[src/design/tafa_pkg.sv]
// ----------------------------------------------------------------------------
// tafa_pkg
// Shared types and constants of the t-SNE attractive force accumulator.
// ----------------------------------------------------------------------------
`default_nettype none

package tafa_pkg;

  localparam int unsigned NumDims  = 3;
  localparam int unsigned CoordW   = 32;
  localparam int unsigned MagW     = 33;
  localparam int unsigned AffW     = 32;
  localparam int unsigned ExagW    = 24;
  localparam int unsigned GradW    = 48;
  localparam int unsigned MulW     = 33;
  localparam int unsigned ProdW    = 2 * MulW;
  localparam int unsigned Dist2W   = 50;
  localparam int unsigned QuoW     = 33;
  localparam int unsigned QW       = 32;
  localparam int unsigned PeW      = 41;
  localparam int unsigned TermW    = 42;
  localparam int unsigned CfgIdxW  = 2;
  localparam int unsigned CfgDataW = 24;

  localparam logic [Dist2W-1:0] KernelOne = Dist2W'(65536);
  localparam logic [Dist2W-1:0] DivInit   = Dist2W'(32768);
  localparam logic [ExagW-1:0]  ExagReset = ExagW'(65536);
  localparam logic [1:0]        DimsReset = 2'd2;

  typedef enum logic [CfgIdxW-1:0] {
    CfgExaggeration = 2'd0,
    CfgDims         = 2'd1
  } cfg_index_e;

  typedef struct packed {
    logic              en;
    logic [MulW-1:0]   a;
    logic [MulW-1:0]   b;
  } mul_req_t;

  typedef struct packed {
    logic              start;
    logic [Dist2W-1:0] divisor;
  } div_req_t;

  typedef struct packed {
    logic              busy;
    logic [QuoW-1:0]   quotient;
  } div_rsp_t;

endpackage

`default_nettype wire

[src/design/tafa_mul.sv]
// ----------------------------------------------------------------------------
// tafa_mul
// Shared unsigned 33 x 33 multiplier with a registered product.
// ----------------------------------------------------------------------------
`default_nettype none

module tafa_mul (
  input  wire logic                  clk_i,
  input  wire tafa_pkg::mul_req_t    req_i,
  output logic [tafa_pkg::ProdW-1:0] prod_o
);

  logic [tafa_pkg::ProdW-1:0] prod_q;

  always_ff @(posedge clk_i) begin
    if (req_i.en) begin
      prod_q <= tafa_pkg::ProdW'(req_i.a) * tafa_pkg::ProdW'(req_i.b);
    end
  end

  assign prod_o = prod_q;

endmodule

`default_nettype wire

[src/design/tafa_div.sv]
// ----------------------------------------------------------------------------
// tafa_div
// Radix-2 restoring divider that forms 2^48 / divisor, one quotient bit a cycle.
// ----------------------------------------------------------------------------
`default_nettype none

module tafa_div (
  input  wire logic               clk_i,
  input  wire logic               rst_ni,
  input  wire tafa_pkg::div_req_t req_i,
  output tafa_pkg::div_rsp_t      rsp_o
);

  localparam int unsigned CntW = $clog2(tafa_pkg::QuoW);

  logic                          busy_q, busy_d;
  logic [CntW-1:0]               cnt_q, cnt_d;
  logic [tafa_pkg::Dist2W-1:0]   rem_q, rem_d;
  logic [tafa_pkg::Dist2W-1:0]   den_q, den_d;
  logic [tafa_pkg::QuoW-1:0]     quo_q, quo_d;
  logic [tafa_pkg::Dist2W:0]     shifted;
  logic [tafa_pkg::Dist2W:0]     diff;
  logic                          fits;

  always_comb begin
    shifted = {rem_q, 1'b0};
    diff    = shifted - {1'b0, den_q};
    fits    = shifted >= {1'b0, den_q};
    busy_d  = busy_q;
    cnt_d   = cnt_q;
    rem_d   = rem_q;
    den_d   = den_q;
    quo_d   = quo_q;
    if (req_i.start) begin
      busy_d = 1'b1;
      cnt_d  = '0;
      rem_d  = tafa_pkg::DivInit;
      den_d  = req_i.divisor;
    end else if (busy_q) begin
      rem_d = fits ? diff[tafa_pkg::Dist2W-1:0] : shifted[tafa_pkg::Dist2W-1:0];
      quo_d = {quo_q[tafa_pkg::QuoW-2:0], fits};
      cnt_d = cnt_q + CntW'(1);
      if (cnt_q == CntW'(tafa_pkg::QuoW - 1)) begin
        busy_d = 1'b0;
      end
    end
  end

  always_ff @(posedge clk_i or negedge rst_ni) begin
    if (!rst_ni) begin
      busy_q <= 1'b0;
      cnt_q  <= '0;
    end else begin
      busy_q <= busy_d;
      cnt_q  <= cnt_d;
    end
  end

  always_ff @(posedge clk_i) begin
    rem_q <= rem_d;
    den_q <= den_d;
    quo_q <= quo_d;
  end

  assign rsp_o.busy     = busy_q;
  assign rsp_o.quotient = quo_q;

endmodule

`default_nettype wire

[src/design/tsne_attractive_force_accumulator.sv]
// ----------------------------------------------------------------------------
// tsne_attractive_force_accumulator
// Accumulates the Student-t attractive gradient of one point over its neighbors.
//
// Channel  Direction  Handshake                 Payload
// in       input      in_valid_i / in_ready_o   own_*, nbr_*, affinity, flags
// out      output     out_valid_o / out_ready_i grad_x, grad_y, grad_z
// cfg      input      cfg_valid_i / cfg_ready_o cfg_index_i, cfg_data_i
//
// A request with a neighbor is sequenced by the shared multiplier (three
// products per dimension) and the 33-step reciprocal divider. A request
// without a neighbor goes straight to the end step.
// After reset the accumulators are zero, exaggeration is 1.0 and dims is 2.
// A finished gradient waits in an output register; the next request is taken
// meanwhile, and only a second gradient waits for the first to be taken.
// ----------------------------------------------------------------------------
`default_nettype none

module tsne_attractive_force_accumulator #(
  parameter int unsigned MAX_DIMS = 3
) (
  input  wire logic                                  clk_i,
  input  wire logic                                  rst_ni,
  input  wire logic                                  in_valid_i,
  output logic                                       in_ready_o,
  input  wire logic signed [tafa_pkg::CoordW-1:0]    own_x_i,
  input  wire logic signed [tafa_pkg::CoordW-1:0]    own_y_i,
  input  wire logic signed [tafa_pkg::CoordW-1:0]    own_z_i,
  input  wire logic signed [tafa_pkg::CoordW-1:0]    nbr_x_i,
  input  wire logic signed [tafa_pkg::CoordW-1:0]    nbr_y_i,
  input  wire logic signed [tafa_pkg::CoordW-1:0]    nbr_z_i,
  input  wire logic [tafa_pkg::AffW-1:0]             affinity_i,
  input  wire logic                                  has_neighbor_i,
  input  wire logic                                  first_i,
  input  wire logic                                  last_i,
  output logic                                       out_valid_o,
  input  wire logic                                  out_ready_i,
  output logic signed [tafa_pkg::GradW-1:0]         grad_x_o,
  output logic signed [tafa_pkg::GradW-1:0]         grad_y_o,
  output logic signed [tafa_pkg::GradW-1:0]         grad_z_o,
  input  wire logic                                  cfg_valid_i,
  output logic                                       cfg_ready_o,
  input  wire logic [tafa_pkg::CfgIdxW-1:0]          cfg_index_i,
  input  wire logic [tafa_pkg::CfgDataW-1:0]         cfg_data_i
);

  localparam logic [3:0] StIdle = 4'd0;
  localparam logic [3:0] StSq   = 4'd1;
  localparam logic [3:0] StSqA  = 4'd2;
  localparam logic [3:0] StPe   = 4'd3;
  localparam logic [3:0] StDiv  = 4'd4;
  localparam logic [3:0] StW0   = 4'd5;
  localparam logic [3:0] StW1   = 4'd6;
  localparam logic [3:0] StW2   = 4'd7;
  localparam logic [3:0] StT0   = 4'd8;
  localparam logic [3:0] StT1   = 4'd9;
  localparam logic [3:0] StT2   = 4'd10;
  localparam logic [3:0] StEnd  = 4'd11;

  localparam int unsigned GW = tafa_pkg::GradW;
  localparam logic signed [GW:0] AccMax = {2'b00, {(GW - 1){1'b1}}};
  localparam logic signed [GW:0] AccMin = {2'b11, {(GW - 1){1'b0}}};

  logic [3:0]                        state_q, state_d;
  logic [1:0]                        dim_q, dim_d;
  logic [1:0]                        nd_q, nd_d;
  logic [1:0]                        nd_in;
  logic                              last_q, last_d;
  logic [tafa_pkg::ExagW-1:0]        exag_q, exag_d;
  logic [1:0]                        dims_q, dims_d;
  logic [tafa_pkg::MagW-1:0]         mag_q [tafa_pkg::NumDims];
  logic [tafa_pkg::MagW-1:0]         mag_d [tafa_pkg::NumDims];
  logic                              neg_q [tafa_pkg::NumDims];
  logic                              neg_d [tafa_pkg::NumDims];
  logic signed [GW-1:0]              acc_q [tafa_pkg::NumDims];
  logic signed [GW-1:0]              acc_d [tafa_pkg::NumDims];
  logic signed [GW-1:0]              grad_q [tafa_pkg::NumDims];
  logic signed [GW-1:0]              grad_d [tafa_pkg::NumDims];
  logic                              out_valid_q, out_valid_d;
  logic [tafa_pkg::AffW-1:0]         aff_q, aff_d;
  logic [tafa_pkg::Dist2W-1:0]       d2_q, d2_d;
  logic [tafa_pkg::PeW-1:0]          pe_q, pe_d;
  logic [tafa_pkg::PeW-1:0]          w_q, w_d;
  logic [tafa_pkg::MagW-1:0]         tmp_q, tmp_d;
  logic signed [tafa_pkg::CoordW:0]  diff [tafa_pkg::NumDims];
  logic signed [tafa_pkg::CoordW-1:0] own [tafa_pkg::NumDims];
  logic signed [tafa_pkg::CoordW-1:0] nbr [tafa_pkg::NumDims];
  logic [tafa_pkg::QW-1:0]           q_sat;
  logic [tafa_pkg::TermW-1:0]        term;
  logic signed [GW:0]                delta;
  logic signed [GW:0]                sum;
  logic [tafa_pkg::ProdW-1:0]        prod;
  logic                              in_acc;
  logic                              out_load;
  tafa_pkg::mul_req_t                mul_req;
  tafa_pkg::div_req_t                div_req;
  tafa_pkg::div_rsp_t                div_rsp;

  tafa_mul u_mul (
    .clk_i  (clk_i),
    .req_i  (mul_req),
    .prod_o (prod)
  );

  tafa_div u_div (
    .clk_i  (clk_i),
    .rst_ni (rst_ni),
    .req_i  (div_req),
    .rsp_o  (div_rsp)
  );

  assign own = '{own_x_i, own_y_i, own_z_i};
  assign nbr = '{nbr_x_i, nbr_y_i, nbr_z_i};

  assign in_ready_o  = (state_q == StIdle);
  assign in_acc      = in_valid_i && in_ready_o;
  assign cfg_ready_o = 1'b1;

  assign nd_in = (dims_q == 2'd0) ? 2'd1 :
                 (dims_q > 2'(MAX_DIMS)) ? 2'(MAX_DIMS) : dims_q;

  assign q_sat = div_rsp.quotient[tafa_pkg::QuoW-1] ? '1
                                                    : div_rsp.quotient[tafa_pkg::QW-1:0];
  assign term  = tafa_pkg::TermW'(tmp_q) + prod[tafa_pkg::TermW-1:0];
  assign delta = neg_q[dim_q] ? (GW + 1)'(0) - (GW + 1)'(term) : (GW + 1)'(term);
  assign sum   = {acc_q[dim_q][GW-1], acc_q[dim_q]} + delta;

  always_comb begin
    mul_req = '0;
    unique case (state_q)
      StSq: begin
        mul_req = '{en: 1'b1, a: mag_q[dim_q], b: mag_q[dim_q]};
      end
      StPe: begin
        mul_req = '{en: 1'b1, a: tafa_pkg::MulW'(aff_q), b: tafa_pkg::MulW'(exag_q)};
      end
      StW0: begin
        mul_req = '{en: 1'b1, a: tafa_pkg::MulW'(pe_q[31:0]), b: tafa_pkg::MulW'(q_sat)};
      end
      StW1: begin
        mul_req = '{en: 1'b1, a: tafa_pkg::MulW'(pe_q[tafa_pkg::PeW-1:32]),
                    b: tafa_pkg::MulW'(q_sat)};
      end
      StT0: begin
        mul_req = '{en: 1'b1, a: tafa_pkg::MulW'(w_q[31:0]), b: mag_q[dim_q]};
      end
      StT1: begin
        mul_req = '{en: 1'b1, a: tafa_pkg::MulW'(w_q[tafa_pkg::PeW-1:32]), b: mag_q[dim_q]};
      end
      default: begin
        mul_req = '0;
      end
    endcase
  end

  assign div_req.start   = (state_q == StPe);
  assign div_req.divisor = tafa_pkg::KernelOne + d2_q;

  assign out_load = (state_q == StEnd) && last_q && (!out_valid_q || out_ready_i);

  always_comb begin
    state_d     = state_q;
    dim_d       = dim_q;
    nd_d        = nd_q;
    last_d      = last_q;
    exag_d      = exag_q;
    dims_d      = dims_q;
    mag_d       = mag_q;
    neg_d       = neg_q;
    acc_d       = acc_q;
    grad_d      = grad_q;
    out_valid_d = out_valid_q;
    aff_d       = aff_q;
    d2_d        = d2_q;
    pe_d        = pe_q;
    w_d         = w_q;
    tmp_d       = tmp_q;

    if (cfg_valid_i) begin
      unique case (cfg_index_i)
        tafa_pkg::CfgExaggeration: exag_d = cfg_data_i;
        tafa_pkg::CfgDims:         dims_d = cfg_data_i[1:0];
        default:                   ;
      endcase
    end

    if (out_valid_o && out_ready_i) begin
      out_valid_d = 1'b0;
    end

    for (int k = 0; k < tafa_pkg::NumDims; k++) begin
      diff[k] = {own[k][tafa_pkg::CoordW-1], own[k]} - {nbr[k][tafa_pkg::CoordW-1], nbr[k]};
    end

    unique case (state_q)
      StIdle: begin
        if (in_acc) begin
          nd_d   = nd_in;
          last_d = last_i;
          aff_d  = affinity_i;
          d2_d   = '0;
          dim_d  = '0;
          for (int k = 0; k < tafa_pkg::NumDims; k++) begin
            neg_d[k] = diff[k][tafa_pkg::CoordW];
            mag_d[k] = diff[k][tafa_pkg::CoordW] ? tafa_pkg::MagW'(0) - diff[k] : diff[k];
            if (first_i) begin
              acc_d[k] = '0;
            end
          end
          state_d = has_neighbor_i ? StSq : StEnd;
        end
      end
      StSq: begin
        state_d = StSqA;
      end
      StSqA: begin
        d2_d = d2_q + prod[tafa_pkg::ProdW-1:16];
        if (dim_q == nd_q - 2'd1) begin
          dim_d   = '0;
          state_d = StPe;
        end else begin
          dim_d   = dim_q + 2'd1;
          state_d = StSq;
        end
      end
      StPe: begin
        state_d = StDiv;
      end
      StDiv: begin
        pe_d = prod[tafa_pkg::PeW+14:15];
        if (!div_rsp.busy) begin
          state_d = StW0;
        end
      end
      StW0: begin
        state_d = StW1;
      end
      StW1: begin
        w_d     = tafa_pkg::PeW'(prod[63:32]);
        state_d = StW2;
      end
      StW2: begin
        w_d     = w_q + prod[tafa_pkg::PeW-1:0];
        state_d = StT0;
      end
      StT0: begin
        state_d = StT1;
      end
      StT1: begin
        tmp_d   = prod[64:32];
        state_d = StT2;
      end
      StT2: begin
        if (sum[GW] != sum[GW-1]) begin
          acc_d[dim_q] = sum[GW] ? AccMin[GW-1:0] : AccMax[GW-1:0];
        end else begin
          acc_d[dim_q] = sum[GW-1:0];
        end
        if (dim_q == nd_q - 2'd1) begin
          state_d = StEnd;
        end else begin
          dim_d   = dim_q + 2'd1;
          state_d = StT0;
        end
      end
      StEnd: begin
        if (!last_q) begin
          state_d = StIdle;
        end else if (out_load) begin
          for (int k = 0; k < tafa_pkg::NumDims; k++) begin
            grad_d[k] = (2'(k) < nd_q) ? acc_q[k] : '0;
          end
          out_valid_d = 1'b1;
          state_d     = StIdle;
        end
      end
      default: begin
        state_d = StIdle;
      end
    endcase
  end

  always_ff @(posedge clk_i or negedge rst_ni) begin
    if (!rst_ni) begin
      state_q     <= StIdle;
      dim_q       <= '0;
      nd_q        <= 2'd1;
      last_q      <= 1'b0;
      exag_q      <= tafa_pkg::ExagReset;
      dims_q      <= tafa_pkg::DimsReset;
      out_valid_q <= 1'b0;
      for (int k = 0; k < tafa_pkg::NumDims; k++) begin
        acc_q[k] <= '0;
      end
    end else begin
      state_q     <= state_d;
      dim_q       <= dim_d;
      nd_q        <= nd_d;
      last_q      <= last_d;
      exag_q      <= exag_d;
      dims_q      <= dims_d;
      out_valid_q <= out_valid_d;
      acc_q       <= acc_d;
    end
  end

  always_ff @(posedge clk_i) begin
    mag_q  <= mag_d;
    neg_q  <= neg_d;
    grad_q <= grad_d;
    aff_q  <= aff_d;
    d2_q   <= d2_d;
    pe_q   <= pe_d;
    w_q    <= w_d;
    tmp_q  <= tmp_d;
  end

  assign out_valid_o = out_valid_q;
  assign grad_x_o    = grad_q[0];
  assign grad_y_o    = grad_q[1];
  assign grad_z_o    = grad_q[2];

  // The divider only runs while the sequencer waits on it.
  a_div_busy_in_div: assert property (@(posedge clk_i) disable iff (!rst_ni)
    div_rsp.busy |-> (state_q == StDiv))
    else $error("divider busy outside the divide step");

  // The dimension counter stays within the active dimensions.
  a_dim_in_range: assert property (@(posedge clk_i) disable iff (!rst_ni)
    (state_q != StIdle && state_q != StEnd) |-> (dim_q < nd_q))
    else $error("dimension counter out of range");

  // A request that opens a row clears all accumulators.
  a_first_clears: assert property (@(posedge clk_i) disable iff (!rst_ni)
    (in_acc && first_i) |=> (acc_q[0] == '0 && acc_q[1] == '0 && acc_q[2] == '0))
    else $error("accumulators not cleared on first request");

  // A gradient is loaded only when the output register is free or being taken.
  a_no_overwrite: assert property (@(posedge clk_i) disable iff (!rst_ni)
    (out_load && out_valid_q) |-> out_ready_i)
    else $error("pending gradient overwritten");

endmodule

`default_nettype wire
[config.mk]
export PLATFORM = sky130hd
export DESIGN_NAME = tsne_attractive_force_accumulator
export DESIGN_NICKNAME = d
export VERILOG_FILES = /design/src/design/tafa_pkg.sv /design/src/design/tafa_mul.sv /design/src/design/tafa_div.sv /design/src/design/tsne_attractive_force_accumulator.sv
export SDC_FILE = /design/constraint.sdc
export NUM_CORES = 2
export LEC_CHECK = 0
export BUFFER_PORTS_ARGS = -buffer_cell sky130_fd_sc_hd__buf_2
export CORE_ASPECT_RATIO = 0.6
export CORE_MARGIN = 10
export CORE_UTILIZATION = 60
export CTS_BUF_LIST = sky130_fd_sc_hd__clkbuf_16
export DETAILED_ROUTE_END_ITERATION = 8
export PLACE_DENSITY = 0.8
export SLEW_MARGIN = 20
export SYNTH_ARGS = -nofsm -noshare
export SYNTH_HDL_FRONTEND = slang
export SYNTH_HIERARCHICAL = 1
export SYNTH_SLANG_ARGS = --single-unit
[constraint.sdc]
create_clock -name clk_i -period 26.9 [get_ports clk_i]
set_input_delay 0 -clock clk_i [delete_from_list [all_inputs] [get_ports clk_i]]
set_output_delay 0 -clock clk_i [all_outputs]
set_load 0.03 [all_outputs]
==> flow_metrics.py <==
metrics = {
    "floorplan": {
        "pin_count": 405,
        "num_rows": 110,
        "die_h_um": 320.6,
        "initial_core_util_pct": 60.33,
        "die_x_um": 520.9,
        "core_area_um2": 149700,
        "die-area_um2": 167000,
    },
    "worst_hold_path": {
        "hold_path_class": "in -> reg",
    },
    "final_layout": {
        "layout_common_cells": "inv_1 (1,370), nand2_1 (1,144), fa_1 (966)",
        "final_cells": 12090,
        "syn2layout_area_growth_pct": 8.554,
        "final_common_cell": "inv_1",
        "final_nets": 11820,
        "drive_above_1_share_pct": 8.622,
        "design_area_um2": 98060,
        "nFillCells": 11950,
    },
    "synthesis": {
        "synth_area_um2": 90330,
        "async_reset_ff_share_pct": 22.56,
        "synth-seq-cells": 829,
        "syn_area_per_cell_um2": 9.210,
        "ys_types": 123,
        "synth_top_area_share_pct": 21.41,
        "ys_seq_area_share_pct": 25.97,
        "synth_fp_nets": 11630,
        "synthTopCellsByArea": "fa_1 (21%), edfxtp_1 (20%), ha_1 (8.2%), inv_1 (5.6%), dfrtp_1 (5.1%)",
        "yosysTopAreaCell": "fa_1",
        "synth_ff_type": "edfxtp_1",
        "ys_warn_count": 6,
        "synth-edff-count": 592,
        "synth_cells": 9808,
    },
    "global_routing": {
        "overflow": 0,
        "met2_usage_pct": 47.91,
        "antenna_found_initial": 12,
        "grt_pass1_wl_mm": 461.4,
        "grt_pass1_vias": 74420,
        "grt_max_degree": 152,
        "top_usage_layer": "met1",
        "met3_usage_pct": 13.71,
        "met1_usage_pct": 52.44,
        "grt.total_usage_pct": 35.73,
    },
    "worst_setup_path": {
        "cp.buffers_inverters": 6,
        "cp.required_ns": 27.37,
        "setup.worst_path.class": "reg -> reg",
        "cp_max_fo": 35,
        "critPathTopFamily": "adder cells",
        "arrival_ns": 11.90,
        "cpMaxStageDelayCell": "a21oi_1",
        "cpPeakStageDelay_ns": 0.86,
        "worst_setup_path_end_kind": "flop",
        "cp-start-kind": "flop",
        "crit_path_frequent_cell": "fa_1",
    },
    "clocking": {
        "cts_buffers": 78,
        "root_buffer": "clkbuf_16",
        "cts_max_path_buffers": 3,
        "clkTransAtPathRegs_ns": 0.07,
        "insertion_delay_ns": 0.70,
        "clock_sinks": 829,
        "cts_tree": "yes",
        "cts_setup_buffers": 0,
        "ctsHtreeMaxLevel": 3,
    },
    "timing": {
        "final_hold_viol_count": 0,
        "rsz0062_at_grt": "no",
        "fin_setup_tns_ns": 0,
        "relSlewSlack_pct": 16.40,
        "finalWorstSetupSlack_ns": 15.47,
        "fin_crit_ns": 11.43,
        "finalCritPeriodShare_pct": 42.49,
        "setup_viol": 0,
        "worst_pin_slew_ns": 1.222,
        "max_freq_mhz": 87.48,
        "drv_slew": 0,
        "finClkSkew_ns": 0.04096,
    },
    "placement": {
        "place_ws_ns": 15.82,
        "place_area_um2": 94530,
        "place.gp.congestion": 1.042,
        "portBuffers": 403,
        "hpwl_mm": 239.3,
        "dp_cells": 11850,
    },
    "outcome": {
        "violations": "design-rule violations",
        "outcome": "complete, but fails checks",
    },
    "routing": {
        "vias": 76170,
        "via_per_inst": 6.300,
        "drt_pass1_iterations": 9,
        "drt_iter0_markers": 10660,
        "wl_mm": 304.4,
        "ant_nets": 0,
        "post-route-drc-count": 13,
        "wl_per_cell_um": 25.18,
    },
    "job": {
        "drv_cap": 0,
    },
}
-- per-stage QoR --
| stage | utilization, % | hold WS [ns] |
|---|---|---|
| 2_1_floorplan | - | -0.2956 |
| 5_1_grt | 65.47 | 0.03457 |
| 3_5_place_dp | 63.13 | 0.09264 |
| 6_report | 65.49 | 0.03383 |
| 3_3_place_gp | 63.12 | 0.07693 |
| 4_1_cts | 65.42 | 0.002268 |
-- what timing repair did --
item,CTS,global route
hold buffers,84,0
hold endpoints to repair,153,0
gates resized for setup,0,0
-- cell families (layout without fill, tap and decap cells) --
family	count (synthesis)	count (layout)	share of synthesized area [%]
other	1	8	0.004151
AOI/OAI and AO/OA	1909	1909	13.98
DFF	829	829	25.97
buffers and inverters	1843	2102	7.716
and+or+nand+nor	3079	3079	16.78
adders and majority gates	1560	1560	29.64
xor gates and xnor gates	456	456	4.421
muxes	131	131	1.493
-- sequential cells by signal (all words and copies together) (netlist names), 2 cells and up --
register / flops
w_q: 41
u_div/rem_q: 50
tmp_q: 33
exag_q: 24
state_q: 4
grad_z_o: 48
pe_q: 41
d2_q: 50
acc_q: 144
nd_q: 2
u_div/cnt_q: 6
grad_x_o: 48
mag_q: 99
grad_y_o: 48
dim_q: 2
u_div/quo_q: 33
u_div/den_q: 50
u_mul/prod_o: 66
aff_q: 32
dims_q: 2
neg_q: 3
-- path summary, 6_finish.rpt --
path | slack [ns] | end | start | depth (start not counted)
setup / recovery | 15.47 | u_mul/prod_o[65] | dim_q[1] | 28
hold / removal | 0.03 | mag_q[94] | own_x_i[28] | 4
setup reg to reg | 15.47 | u_mul/prod_o[65] | dim_q[1] | 28
hold reg to reg | 0.45 | u_div/quo_q[19] | u_div/quo_q[18] | 0
max in group asynchronous | 25.21 | u_div/busy_q | rst_ni | 4
min in group asynchronous | 0.34 | exag_q[20] | rst_ni | 3
-- cells in the mapped netlist (all sizes together), types with 210 or more instances --
cell type and number:
fa 966, ha 594, nand2 1147, a21oi 441, inv 1348, edfxtp 592, nor2 478, and2 711
clkbuf 455, a21o 210, xnor2 297, o21ai 491
-- tightest hold or removal path, cell delays in order --
cell and delay [ns]:
buf_2 0.08, ha_1 0.21, xor2_1 0.16, xnor2_1 0.16
-- final cells by class --
class / instances / area (µm²) / share of cell area [%]
antenna: 7 / 17.52 / 0.01786
clock buffer: 81 / 2027 / 2.067
clock inverter: 64 / 549.3 / 0.5601
inverter: 1348 / 5065 / 5.165
multi-input combinational: 7136 / 60560 / 61.76
sequential: 829 / 23470 / 23.93
tap: 2016 / 2522 / 2.572
timing repair buffer: 609 / 3852 / 3.929
-- metal layers --
layer / wire length (µm) / up-vias / part of all wire (%)
met3: 46630 / 628 / 15
met4: 11680 / 14 / 3.8
met1: 127000 / 37270 / 42
met5: 234 / - / 0.077
met2: 118900 / 5042 / 39
li1: - / 33220 / -
Power is left out: the tool's default activity adds up to more than one toggle a clock period on the data nets, which glitch-free logic cannot reach.
